## src/hw/rtl/cdo_pkg.sv

```systemverilog
// ----------------------------------------------------------------------------
// cdo_pkg
// shared widths, operation codes, calendar tables and sequencer states for
// the calendar date offset block
// ----------------------------------------------------------------------------
package cdo_pkg;

   // field widths of the item channels
   localparam int KIND_W   = 3;
   localparam int DAY_W    = 5;
   localparam int MONTH_W  = 4;
   localparam int YEAR_W   = 12;
   localparam int AMOUNT_W = 16;

   // bits that hold the largest forward day count of a 12-bit year
   localparam int DAY_COUNT_W = 21;

   // divisor width, wide enough for the days of one year
   localparam int DIVR_W = 9;

   localparam int DAYS_PER_YEAR   = 365;
   localparam int MONTHS_PER_YEAR = 12;

   // reciprocal divide: (n * RECIP) >> RECIP_SHIFT is the quotient or one short
   localparam int RECIP_SHIFT = 30;
   localparam int RECIP_W     = 27;
   localparam logic [RECIP_W-1:0] RECIP_DAYS   = 27'd2941758;
   localparam logic [RECIP_W-1:0] RECIP_MONTHS = 27'd89478485;

   // parameter defaults
   localparam int MIN_YEAR_DEF    = 1500;
   localparam int MAX_YEAR_DEF    = 3000;
   localparam int AMOUNT_BITS_DEF = 16;

   // operation codes
   localparam logic [KIND_W-1:0] KIND_ADD_DAYS   = 3'd0;
   localparam logic [KIND_W-1:0] KIND_SUB_DAYS   = 3'd1;
   localparam logic [KIND_W-1:0] KIND_ADD_MONTHS = 3'd2;
   localparam logic [KIND_W-1:0] KIND_SUB_MONTHS = 3'd3;
   localparam logic [KIND_W-1:0] KIND_ADD_YEARS  = 3'd4;
   localparam logic [KIND_W-1:0] KIND_SUB_YEARS  = 3'd5;

   localparam logic [MONTH_W-1:0] JANUARY  = 4'd1;
   localparam logic [MONTH_W-1:0] FEBRUARY = 4'd2;
   localparam logic [MONTH_W-1:0] DECEMBER = 4'd12;

   typedef enum logic [2:0] {
      ST_IDLE,
      ST_PREP,
      ST_LOAD,
      ST_DIV,
      ST_DONE
   } cdo_state_type;

   // days in a month, february fixed at 28
   function automatic logic [DAY_W-1:0] month_len(input logic [MONTH_W-1:0] m);
      logic [DAY_W-1:0] len;
      case (m) inside
         FEBRUARY:                  len = 5'd28;
         4'd4, 4'd6, 4'd9, 4'd11:   len = 5'd30;
         default:                   len = 5'd31;
      endcase
      return len;
   endfunction

   // day of year (from 0) on which a month starts
   function automatic logic [DIVR_W-1:0] month_start(input logic [MONTH_W-1:0] m);
      logic [DIVR_W-1:0] s;
      case (m)
         4'd2:    s = 9'd31;
         4'd3:    s = 9'd59;
         4'd4:    s = 9'd90;
         4'd5:    s = 9'd120;
         4'd6:    s = 9'd151;
         4'd7:    s = 9'd181;
         4'd8:    s = 9'd212;
         4'd9:    s = 9'd243;
         4'd10:   s = 9'd273;
         4'd11:   s = 9'd304;
         4'd12:   s = 9'd334;
         default: s = 9'd0;
      endcase
      return s;
   endfunction

endpackage

```

## src/hw/rtl/cdo_if.sv

```systemverilog
// ----------------------------------------------------------------------------
// cdo_if
// valid/ready channels for date request items and date result items
// ----------------------------------------------------------------------------
interface cdo_req_if;
   logic                           valid;
   logic                           ready;
   logic [cdo_pkg::KIND_W-1:0]     kind;
   logic [cdo_pkg::DAY_W-1:0]      day;
   logic [cdo_pkg::MONTH_W-1:0]    month;
   logic [cdo_pkg::YEAR_W-1:0]     year;
   logic [cdo_pkg::AMOUNT_W-1:0]   amount;

   modport source (output valid, kind, day, month, year, amount, input ready);
   modport sink   (input valid, kind, day, month, year, amount, output ready);
endinterface

interface cdo_rsp_if;
   logic                           valid;
   logic                           ready;
   logic [cdo_pkg::DAY_W-1:0]      new_day;
   logic [cdo_pkg::MONTH_W-1:0]    new_month;
   logic [cdo_pkg::YEAR_W-1:0]     new_year;
   logic                           out_of_range;

   modport source (output valid, new_day, new_month, new_year, out_of_range,
                   input ready);
   modport sink   (input valid, new_day, new_month, new_year, out_of_range,
                   output ready);
endinterface

```

## src/hw/rtl/cdo_divider.sv

```systemverilog
// ----------------------------------------------------------------------------
// cdo_divider
// reciprocal-multiply divider for the two calendar divisors, four steps:
// capture, multiply, estimate, one correction
// ----------------------------------------------------------------------------
module cdo_divider #(
   parameter int MAG_W = 22
) (
   input  logic                        clock,
   input  logic                        reset,
   input  logic                        start,
   input  logic [MAG_W-1:0]            dividend,
   input  logic [cdo_pkg::DIVR_W-1:0]  divisor,
   output logic                        done,
   output logic [MAG_W-1:0]            quotient,
   output logic [cdo_pkg::DIVR_W-1:0]  remainder
);

   localparam int PROD_W = MAG_W + cdo_pkg::RECIP_W;
   localparam int REM_W  = cdo_pkg::DIVR_W + 1;

   logic [2:0]                  step_ff, step_in;
   logic                        done_ff, done_in;
   logic [MAG_W-1:0]            num_ff, num_in;
   logic [cdo_pkg::DIVR_W-1:0]  divr_ff, divr_in;
   logic [cdo_pkg::RECIP_W-1:0] recip_ff, recip_in;
   logic [PROD_W-1:0]           prod_ff, prod_in;
   logic [MAG_W-1:0]            quot_ff, quot_in;
   logic [REM_W-1:0]            rem_ff, rem_in;

   logic [MAG_W-1:0]            est_quot;
   logic [REM_W-1:0]            est_rem;
   logic                        over;

   // estimate is exact or one short, so the remainder stays below twice the divisor
   assign est_quot = MAG_W'(prod_ff >> cdo_pkg::RECIP_SHIFT);
   assign est_rem  = REM_W'(num_ff - est_quot * MAG_W'(divr_ff));
   assign over     = rem_ff >= {1'b0, divr_ff};

   always_comb begin
      step_in  = {step_ff[1:0], start};
      done_in  = step_ff[2];
      num_in   = num_ff;
      divr_in  = divr_ff;
      recip_in = recip_ff;
      prod_in  = prod_ff;
      quot_in  = quot_ff;
      rem_in   = rem_ff;
      if (start) begin
         num_in   = dividend;
         divr_in  = divisor;
         recip_in = (divisor == cdo_pkg::DIVR_W'(cdo_pkg::DAYS_PER_YEAR)) ?
                    cdo_pkg::RECIP_DAYS : cdo_pkg::RECIP_MONTHS;
      end
      if (step_ff[0]) begin
         prod_in = PROD_W'(num_ff) * PROD_W'(recip_ff);
      end
      if (step_ff[1]) begin
         quot_in = est_quot;
         rem_in  = est_rem;
      end
      if (step_ff[2] && over) begin
         quot_in = quot_ff + MAG_W'(1);
         rem_in  = rem_ff - {1'b0, divr_ff};
      end
   end

   always_ff @(posedge clock) begin
      if (reset) begin
         step_ff <= '0;
         done_ff <= 1'b0;
      end else begin
         step_ff <= step_in;
         done_ff <= done_in;
      end
      num_ff   <= num_in;
      divr_ff  <= divr_in;
      recip_ff <= recip_in;
      prod_ff  <= prod_in;
      quot_ff  <= quot_in;
      rem_ff   <= rem_in;
   end

   assign done      = done_ff;
   assign quotient  = quot_ff;
   assign remainder = rem_ff[cdo_pkg::DIVR_W-1:0];

endmodule

```

## src/hw/rtl/cdo_finish.sv

```systemverilog
// ----------------------------------------------------------------------------
// cdo_finish
// turns quotient and remainder into a date, applies month clamp and year clamp
// ----------------------------------------------------------------------------
module cdo_finish #(
   parameter int MAG_W    = 22,
   parameter int AMT_W    = 16,
   parameter int MIN_YEAR = 1500,
   parameter int MAX_YEAR = 3000
) (
   input  logic [cdo_pkg::KIND_W-1:0]   kind,
   input  logic [cdo_pkg::DAY_W-1:0]    day,
   input  logic [cdo_pkg::MONTH_W-1:0]  month,
   input  logic [cdo_pkg::YEAR_W-1:0]   year,
   input  logic [AMT_W-1:0]             amount,
   input  logic                         neg,
   input  logic [MAG_W-1:0]             quot,
   input  logic [cdo_pkg::DIVR_W-1:0]   rem,
   output logic [cdo_pkg::DAY_W-1:0]    new_day,
   output logic [cdo_pkg::MONTH_W-1:0]  new_month,
   output logic [cdo_pkg::YEAR_W-1:0]   new_year,
   output logic                         out_of_range
);

   localparam int TOT_W = MAG_W + 1;
   localparam logic signed [TOT_W-1:0] MIN_S = TOT_W'(MIN_YEAR);
   localparam logic signed [TOT_W-1:0] MAX_S = TOT_W'(MAX_YEAR);

   logic                        day_kind;
   logic                        is_sub;
   logic                        rem_nz;
   logic [cdo_pkg::DIVR_W-1:0]  divisor;
   logic [TOT_W-1:0]            quot_ext;
   logic [TOT_W-1:0]            q_fix;
   logic [cdo_pkg::DIVR_W-1:0]  r_fix;
   logic [cdo_pkg::MONTH_W-1:0] d_month;
   logic [cdo_pkg::DAY_W-1:0]   d_day;
   logic [cdo_pkg::MONTH_W-1:0] m_month;
   logic [cdo_pkg::DAY_W-1:0]   m_len;
   logic [cdo_pkg::DAY_W-1:0]   m_day;
   logic [TOT_W-1:0]            y_year;
   logic [TOT_W-1:0]            res_year;
   logic signed [TOT_W-1:0]     res_s;

   assign day_kind = (kind == cdo_pkg::KIND_ADD_DAYS) || (kind == cdo_pkg::KIND_SUB_DAYS);
   assign is_sub   = (kind == cdo_pkg::KIND_SUB_DAYS) || (kind == cdo_pkg::KIND_SUB_MONTHS) ||
                     (kind == cdo_pkg::KIND_SUB_YEARS);
   assign divisor  = day_kind ? cdo_pkg::DIVR_W'(cdo_pkg::DAYS_PER_YEAR)
                              : cdo_pkg::DIVR_W'(cdo_pkg::MONTHS_PER_YEAR);

   // floor division fix-up for a negative count
   assign rem_nz   = rem != '0;
   assign quot_ext = {1'b0, quot};
   assign q_fix    = neg ? (~quot_ext + TOT_W'(!rem_nz)) : quot_ext;
   assign r_fix    = (neg && rem_nz) ? (divisor - rem) : rem;

   // day of year to month and day
   always_comb begin
      logic [cdo_pkg::DIVR_W-1:0] offs;
      d_month = cdo_pkg::DECEMBER;
      for (int i = 12; i >= 2; i--) begin
         if (r_fix < cdo_pkg::month_start(cdo_pkg::MONTH_W'(i))) begin
            d_month = cdo_pkg::MONTH_W'(i - 1);
         end
      end
      offs  = r_fix - cdo_pkg::month_start(d_month) + 9'd1;
      d_day = offs[cdo_pkg::DAY_W-1:0];
   end

   // month index to month, day clamped to its length
   assign m_month = r_fix[cdo_pkg::MONTH_W-1:0] + cdo_pkg::JANUARY;
   assign m_len   = cdo_pkg::month_len(m_month);
   assign m_day   = (day > m_len) ? m_len : day;

   assign y_year  = is_sub ? (TOT_W'(year) - TOT_W'(amount)) : (TOT_W'(year) + TOT_W'(amount));

   always_comb begin
      new_day   = day;
      new_month = month;
      res_year  = TOT_W'(year);
      case (kind) inside
         cdo_pkg::KIND_ADD_DAYS, cdo_pkg::KIND_SUB_DAYS: begin
            new_day   = d_day;
            new_month = d_month;
            res_year  = q_fix;
         end
         cdo_pkg::KIND_ADD_MONTHS, cdo_pkg::KIND_SUB_MONTHS: begin
            new_day   = m_day;
            new_month = m_month;
            res_year  = q_fix;
         end
         cdo_pkg::KIND_ADD_YEARS, cdo_pkg::KIND_SUB_YEARS: begin
            res_year  = y_year;
         end
         default: begin
            res_year  = TOT_W'(year);
         end
      endcase
   end

   // saturate year and flag
   assign res_s = signed'(res_year);

   always_comb begin
      out_of_range = 1'b0;
      new_year     = res_year[cdo_pkg::YEAR_W-1:0];
      if (res_s < MIN_S) begin
         out_of_range = 1'b1;
         new_year     = cdo_pkg::YEAR_W'(MIN_YEAR);
      end else if (res_s > MAX_S) begin
         out_of_range = 1'b1;
         new_year     = cdo_pkg::YEAR_W'(MAX_YEAR);
      end
   end

endmodule

```

## src/hw/rtl/calendar_date_offset.sv

```systemverilog
// ----------------------------------------------------------------------------
// calendar_date_offset
// sequence: prep, then load and div for day and month steps, div waiting on the four
//   steps of the reciprocal divider; year steps and unused kinds go straight to done
// throughput: one item in flight; the next item is accepted back in idle once done has
//   loaded its result, later while the output register is full and not being drained
// synchronous active-high reset idles the sequencer and empties the output
// ----------------------------------------------------------------------------
module calendar_date_offset #(
   parameter int MIN_YEAR    = cdo_pkg::MIN_YEAR_DEF,
   parameter int MAX_YEAR    = cdo_pkg::MAX_YEAR_DEF,
   parameter int AMOUNT_BITS = cdo_pkg::AMOUNT_BITS_DEF
) (
   input  logic        clock,
   input  logic        reset,
   cdo_req_if.sink     req_if,
   cdo_rsp_if.source   rsp_if
);

   // amount bits that take part, never more than the field carries
   localparam int AMT_W = (AMOUNT_BITS < cdo_pkg::AMOUNT_W) ? AMOUNT_BITS : cdo_pkg::AMOUNT_W;
   // magnitude of a day or month count, one spare bit
   localparam int MAG_W = ((AMT_W > cdo_pkg::DAY_COUNT_W) ? AMT_W : cdo_pkg::DAY_COUNT_W) + 1;
   // signed count
   localparam int TOT_W = MAG_W + 1;

   cdo_pkg::cdo_state_type state_ff, state_in;

   // captured item, date already cleaned up
   logic [cdo_pkg::KIND_W-1:0]   kind_ff, kind_in;
   logic [cdo_pkg::DAY_W-1:0]    day_ff, day_in;
   logic [cdo_pkg::MONTH_W-1:0]  month_ff, month_in;
   logic [cdo_pkg::YEAR_W-1:0]   year_ff, year_in;
   logic [AMT_W-1:0]             amount_ff, amount_in;

   // signed day or month count and its sign
   logic [TOT_W-1:0]             total_ff, total_in;
   logic                         neg_ff, neg_in;

   // output register
   logic                         rsp_valid_ff, rsp_valid_in;
   logic [cdo_pkg::DAY_W-1:0]    rsp_day_ff, rsp_day_in;
   logic [cdo_pkg::MONTH_W-1:0]  rsp_month_ff, rsp_month_in;
   logic [cdo_pkg::YEAR_W-1:0]   rsp_year_ff, rsp_year_in;
   logic                         rsp_flag_ff, rsp_flag_in;

   logic                         accept;
   logic                         out_free;
   logic                         div_start;
   logic                         out_load;
   logic                         div_kind;
   logic                         day_kind;
   logic                         is_sub;

   logic [cdo_pkg::MONTH_W-1:0]  clean_month;
   logic [cdo_pkg::DAY_W-1:0]    clean_len;
   logic [cdo_pkg::DAY_W-1:0]    clean_day;
   logic [TOT_W-1:0]             base;
   logic [TOT_W-1:0]             count;
   logic [TOT_W-1:0]             abs_total;
   logic [cdo_pkg::DIVR_W-1:0]   divisor;

   logic                         div_done;
   logic [MAG_W-1:0]             div_quot;
   logic [cdo_pkg::DIVR_W-1:0]   div_rem;

   logic [cdo_pkg::DAY_W-1:0]    fin_day;
   logic [cdo_pkg::MONTH_W-1:0]  fin_month;
   logic [cdo_pkg::YEAR_W-1:0]   fin_year;
   logic                         fin_flag;

   assign accept   = req_if.valid && req_if.ready;
   assign out_free = !rsp_valid_ff || rsp_if.ready;

   // kind decode on the captured item
   assign day_kind = (kind_ff == cdo_pkg::KIND_ADD_DAYS) || (kind_ff == cdo_pkg::KIND_SUB_DAYS);
   assign div_kind = day_kind || (kind_ff == cdo_pkg::KIND_ADD_MONTHS) ||
                     (kind_ff == cdo_pkg::KIND_SUB_MONTHS);
   assign is_sub   = (kind_ff == cdo_pkg::KIND_SUB_DAYS) ||
                     (kind_ff == cdo_pkg::KIND_SUB_MONTHS);
   assign divisor  = day_kind ? cdo_pkg::DIVR_W'(cdo_pkg::DAYS_PER_YEAR)
                              : cdo_pkg::DIVR_W'(cdo_pkg::MONTHS_PER_YEAR);

   // month zero reads as january, past december as december
   // day zero reads as the first, past the month's end as its last day
   always_comb begin
      if (req_if.month == '0) begin
         clean_month = cdo_pkg::JANUARY;
      end else if (req_if.month > cdo_pkg::DECEMBER) begin
         clean_month = cdo_pkg::DECEMBER;
      end else begin
         clean_month = req_if.month;
      end
      clean_len = cdo_pkg::month_len(clean_month);
      if (req_if.day == '0) begin
         clean_day = 5'd1;
      end else if (req_if.day > clean_len) begin
         clean_day = clean_len;
      end else begin
         clean_day = req_if.day;
      end
   end

   always_comb begin
      kind_in   = kind_ff;
      day_in    = day_ff;
      month_in  = month_ff;
      year_in   = year_ff;
      amount_in = amount_ff;
      if (accept) begin
         kind_in   = req_if.kind;
         day_in    = clean_day;
         month_in  = clean_month;
         year_in   = req_if.year;
         amount_in = req_if.amount[AMT_W-1:0];
      end
   end

   // day count from year zero, or month count from year zero
   always_comb begin
      if (day_kind) begin
         base = TOT_W'(year_ff) * TOT_W'(cdo_pkg::DAYS_PER_YEAR) +
                TOT_W'(cdo_pkg::month_start(month_ff)) + TOT_W'(day_ff) - TOT_W'(1);
      end else begin
         base = TOT_W'(year_ff) * TOT_W'(cdo_pkg::MONTHS_PER_YEAR) +
                TOT_W'(month_ff) - TOT_W'(1);
      end
      count = is_sub ? (base - TOT_W'(amount_ff)) : (base + TOT_W'(amount_ff));
   end

   assign total_in  = (state_ff == cdo_pkg::ST_PREP) ? count : total_ff;
   assign abs_total = total_ff[TOT_W-1] ? (~total_ff + TOT_W'(1)) : total_ff;
   assign neg_in    = div_start ? total_ff[TOT_W-1] : neg_ff;

   // sequencer next state
   always_comb begin
      state_in = state_ff;
      unique case (state_ff)
         cdo_pkg::ST_IDLE: begin
            if (accept) begin
               state_in = cdo_pkg::ST_PREP;
            end
         end
         cdo_pkg::ST_PREP: begin
            state_in = div_kind ? cdo_pkg::ST_LOAD : cdo_pkg::ST_DONE;
         end
         cdo_pkg::ST_LOAD: begin
            state_in = cdo_pkg::ST_DIV;
         end
         cdo_pkg::ST_DIV: begin
            if (div_done) begin
               state_in = cdo_pkg::ST_DONE;
            end
         end
         cdo_pkg::ST_DONE: begin
            if (out_free) begin
               state_in = cdo_pkg::ST_IDLE;
            end
         end
         default: begin
            state_in = cdo_pkg::ST_IDLE;
         end
      endcase
   end

   // sequencer outputs
   always_comb begin
      req_if.ready = 1'b0;
      div_start    = 1'b0;
      out_load     = 1'b0;
      unique case (state_ff)
         cdo_pkg::ST_IDLE: req_if.ready = 1'b1;
         cdo_pkg::ST_LOAD: div_start    = 1'b1;
         cdo_pkg::ST_DONE: out_load     = out_free;
         default: begin
            req_if.ready = 1'b0;
         end
      endcase
   end

   // the shared divider splits a count into year and position in year
   cdo_divider #(
      .MAG_W     (MAG_W)
   ) u_divider (
      .clock     (clock),
      .reset     (reset),
      .start     (div_start),
      .dividend  (abs_total[MAG_W-1:0]),
      .divisor   (divisor),
      .done      (div_done),
      .quotient  (div_quot),
      .remainder (div_rem)
   );

   cdo_finish #(
      .MAG_W        (MAG_W),
      .AMT_W        (AMT_W),
      .MIN_YEAR     (MIN_YEAR),
      .MAX_YEAR     (MAX_YEAR)
   ) u_finish (
      .kind         (kind_ff),
      .day          (day_ff),
      .month        (month_ff),
      .year         (year_ff),
      .amount       (amount_ff),
      .neg          (neg_ff),
      .quot         (div_quot),
      .rem          (div_rem),
      .new_day      (fin_day),
      .new_month    (fin_month),
      .new_year     (fin_year),
      .out_of_range (fin_flag)
   );

   // output register, loaded when empty or being drained
   always_comb begin
      rsp_valid_in = rsp_valid_ff && !rsp_if.ready;
      rsp_day_in   = rsp_day_ff;
      rsp_month_in = rsp_month_ff;
      rsp_year_in  = rsp_year_ff;
      rsp_flag_in  = rsp_flag_ff;
      if (out_load) begin
         rsp_valid_in = 1'b1;
         rsp_day_in   = fin_day;
         rsp_month_in = fin_month;
         rsp_year_in  = fin_year;
         rsp_flag_in  = fin_flag;
      end
   end

   always_ff @(posedge clock) begin
      if (reset) begin
         state_ff     <= cdo_pkg::ST_IDLE;
         rsp_valid_ff <= 1'b0;
      end else begin
         state_ff     <= state_in;
         rsp_valid_ff <= rsp_valid_in;
      end
      kind_ff      <= kind_in;
      day_ff       <= day_in;
      month_ff     <= month_in;
      year_ff      <= year_in;
      amount_ff    <= amount_in;
      total_ff     <= total_in;
      neg_ff       <= neg_in;
      rsp_day_ff   <= rsp_day_in;
      rsp_month_ff <= rsp_month_in;
      rsp_year_ff  <= rsp_year_in;
      rsp_flag_ff  <= rsp_flag_in;
   end

   assign rsp_if.valid        = rsp_valid_ff;
   assign rsp_if.new_day      = rsp_day_ff;
   assign rsp_if.new_month    = rsp_month_ff;
   assign rsp_if.new_year     = rsp_year_ff;
   assign rsp_if.out_of_range = rsp_flag_ff;

endmodule

```

## src/flat_wrapper.sv

```systemverilog
// flat-port wrapper written by rule: the top's interface ports become plain ports
module calendar_date_offset_flat 
#(
   parameter int MIN_YEAR    = cdo_pkg::MIN_YEAR_DEF,
   parameter int MAX_YEAR    = cdo_pkg::MAX_YEAR_DEF,
   parameter int AMOUNT_BITS = cdo_pkg::AMOUNT_BITS_DEF
)
  (clock, reset, req_if_valid, req_if_kind, req_if_day, req_if_month, req_if_year, req_if_amount, req_if_ready, rsp_if_valid, rsp_if_new_day, rsp_if_new_month, rsp_if_new_year, rsp_if_out_of_range, rsp_if_ready);
  cdo_req_if req_if_i ();
  cdo_rsp_if rsp_if_i ();
  input  logic clock;
  input  logic reset;
  input wire logic [$bits(req_if_i.valid)-1:0] req_if_valid;
  input wire logic [$bits(req_if_i.kind)-1:0] req_if_kind;
  input wire logic [$bits(req_if_i.day)-1:0] req_if_day;
  input wire logic [$bits(req_if_i.month)-1:0] req_if_month;
  input wire logic [$bits(req_if_i.year)-1:0] req_if_year;
  input wire logic [$bits(req_if_i.amount)-1:0] req_if_amount;
  output wire logic [$bits(req_if_i.ready)-1:0] req_if_ready;
  output wire logic [$bits(rsp_if_i.valid)-1:0] rsp_if_valid;
  output wire logic [$bits(rsp_if_i.new_day)-1:0] rsp_if_new_day;
  output wire logic [$bits(rsp_if_i.new_month)-1:0] rsp_if_new_month;
  output wire logic [$bits(rsp_if_i.new_year)-1:0] rsp_if_new_year;
  output wire logic [$bits(rsp_if_i.out_of_range)-1:0] rsp_if_out_of_range;
  input wire logic [$bits(rsp_if_i.ready)-1:0] rsp_if_ready;
  assign req_if_i.valid = req_if_valid;
  assign req_if_i.kind = req_if_kind;
  assign req_if_i.day = req_if_day;
  assign req_if_i.month = req_if_month;
  assign req_if_i.year = req_if_year;
  assign req_if_i.amount = req_if_amount;
  assign req_if_ready = req_if_i.ready;
  assign rsp_if_valid = rsp_if_i.valid;
  assign rsp_if_new_day = rsp_if_i.new_day;
  assign rsp_if_new_month = rsp_if_i.new_month;
  assign rsp_if_new_year = rsp_if_i.new_year;
  assign rsp_if_out_of_range = rsp_if_i.out_of_range;
  assign rsp_if_i.ready = rsp_if_ready;
  calendar_date_offset #(.MIN_YEAR(MIN_YEAR), .MAX_YEAR(MAX_YEAR), .AMOUNT_BITS(AMOUNT_BITS)) u_core (.clock(clock), .reset(reset), .req_if(req_if_i), .rsp_if(rsp_if_i));
endmodule
```

## config.mk

```make
export PLATFORM = sky130hd
export DESIGN_NAME = calendar_date_offset_flat
export DESIGN_NICKNAME = d
export VERILOG_FILES = /design/src/hw/rtl/cdo_pkg.sv /design/src/hw/rtl/cdo_if.sv /design/src/hw/rtl/cdo_divider.sv /design/src/hw/rtl/cdo_finish.sv /design/src/hw/rtl/calendar_date_offset.sv /design/src/flat_wrapper.sv
export SDC_FILE = /design/constraint.sdc
export NUM_CORES = 2
export LEC_CHECK = 0
export ABC_AREA = 1
export BUFFER_PORTS_ARGS = -buffer_cell sky130_fd_sc_hd__buf_2
export CAP_MARGIN = 20
export CORE_MARGIN = 2
export CORE_UTILIZATION = 66
export DETAILED_ROUTE_END_ITERATION = 10
export PLACE_DENSITY_LB_ADDON = 0.1
export SLEW_MARGIN = 20
export SYNTH_ARGS = -nofsm -noshare
export SYNTH_HDL_FRONTEND = slang
export SYNTH_SLANG_ARGS = --single-unit
```

## constraint.sdc

```tcl
create_clock -name clock -period 7.8 [get_ports clock]
set_input_delay 1.17 -clock clock [delete_from_list [all_inputs] [get_ports clock]]
set_output_delay 1.17 -clock clock [all_outputs]
set_load 0.05 [all_outputs]
```

==> flow_summary.json <==
{
  "outcome": "finished clean",
  "drive_gt1_frac": 0.06549,
  "seq_area_frac_synth": 0.1591,
  "synthSimpleGateAreaFrac": 0.1856,
  "avgSynthCellArea_sq_um": 8.013,
  "cp-startpoint": "u_core.year_ff[4]",
  "final_area_sq_um": 34680,
  "drtIter0Drc": 2432,
  "cts_buffers": 17,
  "synth_commonest_cells": "inv_1 (868), nand2_1 (777), ha_1 (427)",
  "rr_worst_depth": 33,
  "start_kind": "register",
  "remaining_drc_errors": 0,
  "cp_max_fo": 5,
  "hold_viol_final": 0,
  "synthCells": 4060,
  "async_flop_share": 0,
  "dr.pass1.iters": 6,
  "antenna_found_initial": 1,
  "synth_top_area_frac": 0.2381,
  "cts.sinks": 178,
  "regToRegStartpoint": "u_core.year_ff[4]",
  "cts_max_level": 4,
  "gp_congestion": 0.9971,
  "required_ps": 8010,
  "synth.largest_area_cell": "fa_1",
  "holdPathStages": 2,
  "core_sq_um": 48850,
  "syn-cell-area_sq_um": 32530,
  "maxCapViolations": 0,
  "first_global_vias": 27219,
  "viasPerCell": 5.632,
  "fin_crit_sh": 0.9443,
  "wire_per_inst_um": 18.86,
  "finalCriticalPeriod_ps": 7366,
  "n_fill_cell": 4126,
  "dp_hpwl_mm": 78.50,
  "grt_pass1_wl_mm": 144.2,
  "synth.mux.area_fraction": 0,
  "ys_top_cells_by_area": "fa_1 (24%), ha_1 (16%), edfxtp_1 (15%), inv_1 (10%), nand2_1 (9.0%)",
  "hp-class": "reg -> reg",
  "numPortBuffers": 67,
  "die_area_sq_um": 51090,
  "ff2ff_setup_slack_ps": 430,
  "endpoint": "u_core.total_ff[20]",
  "setup_viol_count_final": 0,
  "maxSlewHeadroom": 0.3169,
  "crit_path_end_kind": "register",
  "synth_ff_type": "edfxtp_1",
  "routed_wl_mm": 90.89,
  "gr-total-overflow": 0,
  "clock_path_buffers": 2,
  "rows": 81,
  "r2r_end": "u_core.total_ff[20]",
  "max_slew.worst_pin.slew_ps": 1024,
  "finalNetCount": 4998,
  "cts.clk_slew.worst_paths_ps": 90,
  "slowest_stage": "fa_1",
  "ctsHoldBuffers": 0,
  "num_vias": 27136,
  "synth_top_family_by_area": "adder cells",
  "synth-warning-count": 0,
  "synthAdderAreaFrac": 0.4024,
  "die_w_um": 226.0,
  "track_usage": 0.3699,
  "ant_nets": 0,
  "synth_edf_count": 161,
  "max_stage_delay_ps": 540,
  "synth_seq_cells": 178,
  "syn-num-nets": 4918,
  "fmax_ghz": 0.1358,
  "place_area_sq_um": 33830,
  "stdcell_count": 4818,
  "yosysMostFrequentCell": "inv_1",
  "syn2layout_area_growth_pct": 6.592,
  "synth_cell_types": 66,
  "synthXorXnorAreaFrac": 0.05146,
  "initial_core_util": 0.6660,
  "worst-setup-path-type": "reg -> reg",
  "die_h_um": 226.0,
  "path_common_cell": "inv_1",
  "dp_cells": 4782,
  "grt_start_max_net_pins": 46,
  "finalMaxSlewViolations": 0,
  "cts-root-buf": "clkbuf_16",
  "cts_tree": "done",
  "ioPinCount": 68,
  "final.setup_skew_ps": 20.51,
  "clock_latency_ps": 480,
  "cp.arrival_ps": 7580,
  "hold_slack_ps": 434.2,
  "setup-tns-final_ps": 0,
  "synth_compound_area_frac": 0.09153
}
-- area by class of cell --
class / count / area [sq um] / share of cell area
clock inverters: 15 / 209.0 / 0.006025
flip-flops and latches: 178 / 5175 / 0.1492
clock buffers: 17 / 425.4 / 0.01227
repair buffers: 114 / 713.2 / 0.02057
well taps: 664 / 830.8 / 0.02396
multi-input cells: 2940 / 23990 / 0.6917
diodes: 1 / 2.502 / 0.00007216
inverters: 889 / 3337 / 0.09623
-- critical path, delay by kind of cell, from the launching register on --
family                     cells  cell delay [ps]
AOI/OAI and AO/OA              7             1380
xor gates and xnor gates       2              330
adders and majority gates      8             3290
buffers and inverters          7              510
DFF                            1              460
and+or+nand+nor                9             1100
-- logic make-up after synthesis --
| family | count (synthesis) |
|---|---|
| XOR/XNOR | 186 |
| AO/OA/AOI/OAI | 532 |
| flip-flops | 178 |
| adder cells (fa/ha/maj) | 814 |
| buffers and inverters | 942 |
| AND/OR/NAND/NOR | 1408 |
-- metrics by stage --
step / util / worst slack [ps]
after floorplan: - / 982.2
after global placement: 0.6925 / 414.2
after detailed placement: 0.6925 / 335.9
after CTS: 0.7054 / 272.1
after global routing: 0.7099 / -67.12
final: 0.7099 / 434.2
-- per-layer routing --
layer  vias to the layer above  share of wire  GRT usage
met5                         -              0          0
met4                         0          0.065     0.2103
met3                       278          0.064    0.05451
met2                      1042           0.48     0.6328
met1                     12724           0.39     0.4473
li1                      13092              -          -
-- flip-flops by register name, indices dropped and copies added (netlist names), named ones only --
| name | cells |
|---|---|
| u_core.u_divider.step_ff | 3 |
| u_core.u_divider.quotient | 22 |
| u_core.amount_ff | 16 |
| u_core.rsp_if.new_year | 12 |
| u_core.total_ff | 23 |
| u_core.u_divider.rem_ff | 10 |
| u_core.kind_ff | 3 |
| u_core.rsp_if.new_month | 4 |
| u_core.month_ff | 4 |
| u_core.u_divider.num_ff | 22 |
| u_core.neg_ff | 1 |
| u_core.year_ff | 12 |
| u_core.rsp_if.new_day | 5 |
| u_core.u_divider.done | 1 |
| u_core.u_divider.divr_ff | 1 |
| u_core.u_divider.recip_ff | 1 |
| u_core.u_divider.prod_ff | 19 |
| u_core.day_ff | 5 |
| u_core.rsp_if.valid | 1 |
| u_core.state_ff | 3 |
| u_core.rsp_if.out_of_range | 1 |
-- how the worst min path moves through the flow --
stage	startpoint	to	slack (ps)
5_1_grt	u_core.u_divider.step_ff[2]	u_core.u_divider.done	450
6_report	u_core.u_divider.step_ff[2]	u_core.u_divider.done	430
4_1_cts	u_core.u_divider.step_ff[2]	u_core.u_divider.done	440
3_5_place_dp	u_core.u_divider.step_ff[2]	u_core.u_divider.done	420
2_1_floorplan	u_core.u_divider.step_ff[2]	u_core.u_divider.done	400
3_3_place_gp	u_core.u_divider.step_ff[2]	u_core.u_divider.done	420
-- layout by cell type (no fill, tap or decap), types with 18 or more instances in the layout --
cell / instances
inv_1: 867
a21oi_1: 199
nor3_1: 44
fa_1: 387
ha_1: 415
nand2_1: 776
o211ai_1: 18
xor2_1: 130
nand2_2: 19
buf_2: 67
a31oi_1: 25
o21ai_1: 21
o21ai_0: 182
buf_4: 45
nor2_1: 258
nand3_1: 178
xnor2_1: 49
edfxtp_1: 161
inv_2: 19
nand4_1: 51
-- timing repair --
action / in CTS / in global routing
buffers inserted: 0 / 3
endpoints found under the hold margin: 0 / 0
resized for setup: 0 / 44
endpoints found under the setup margin: 0 / 6
Power is not shown: default switching activity piles up to over one toggle a cycle in this logic, so the estimate is an artifact.
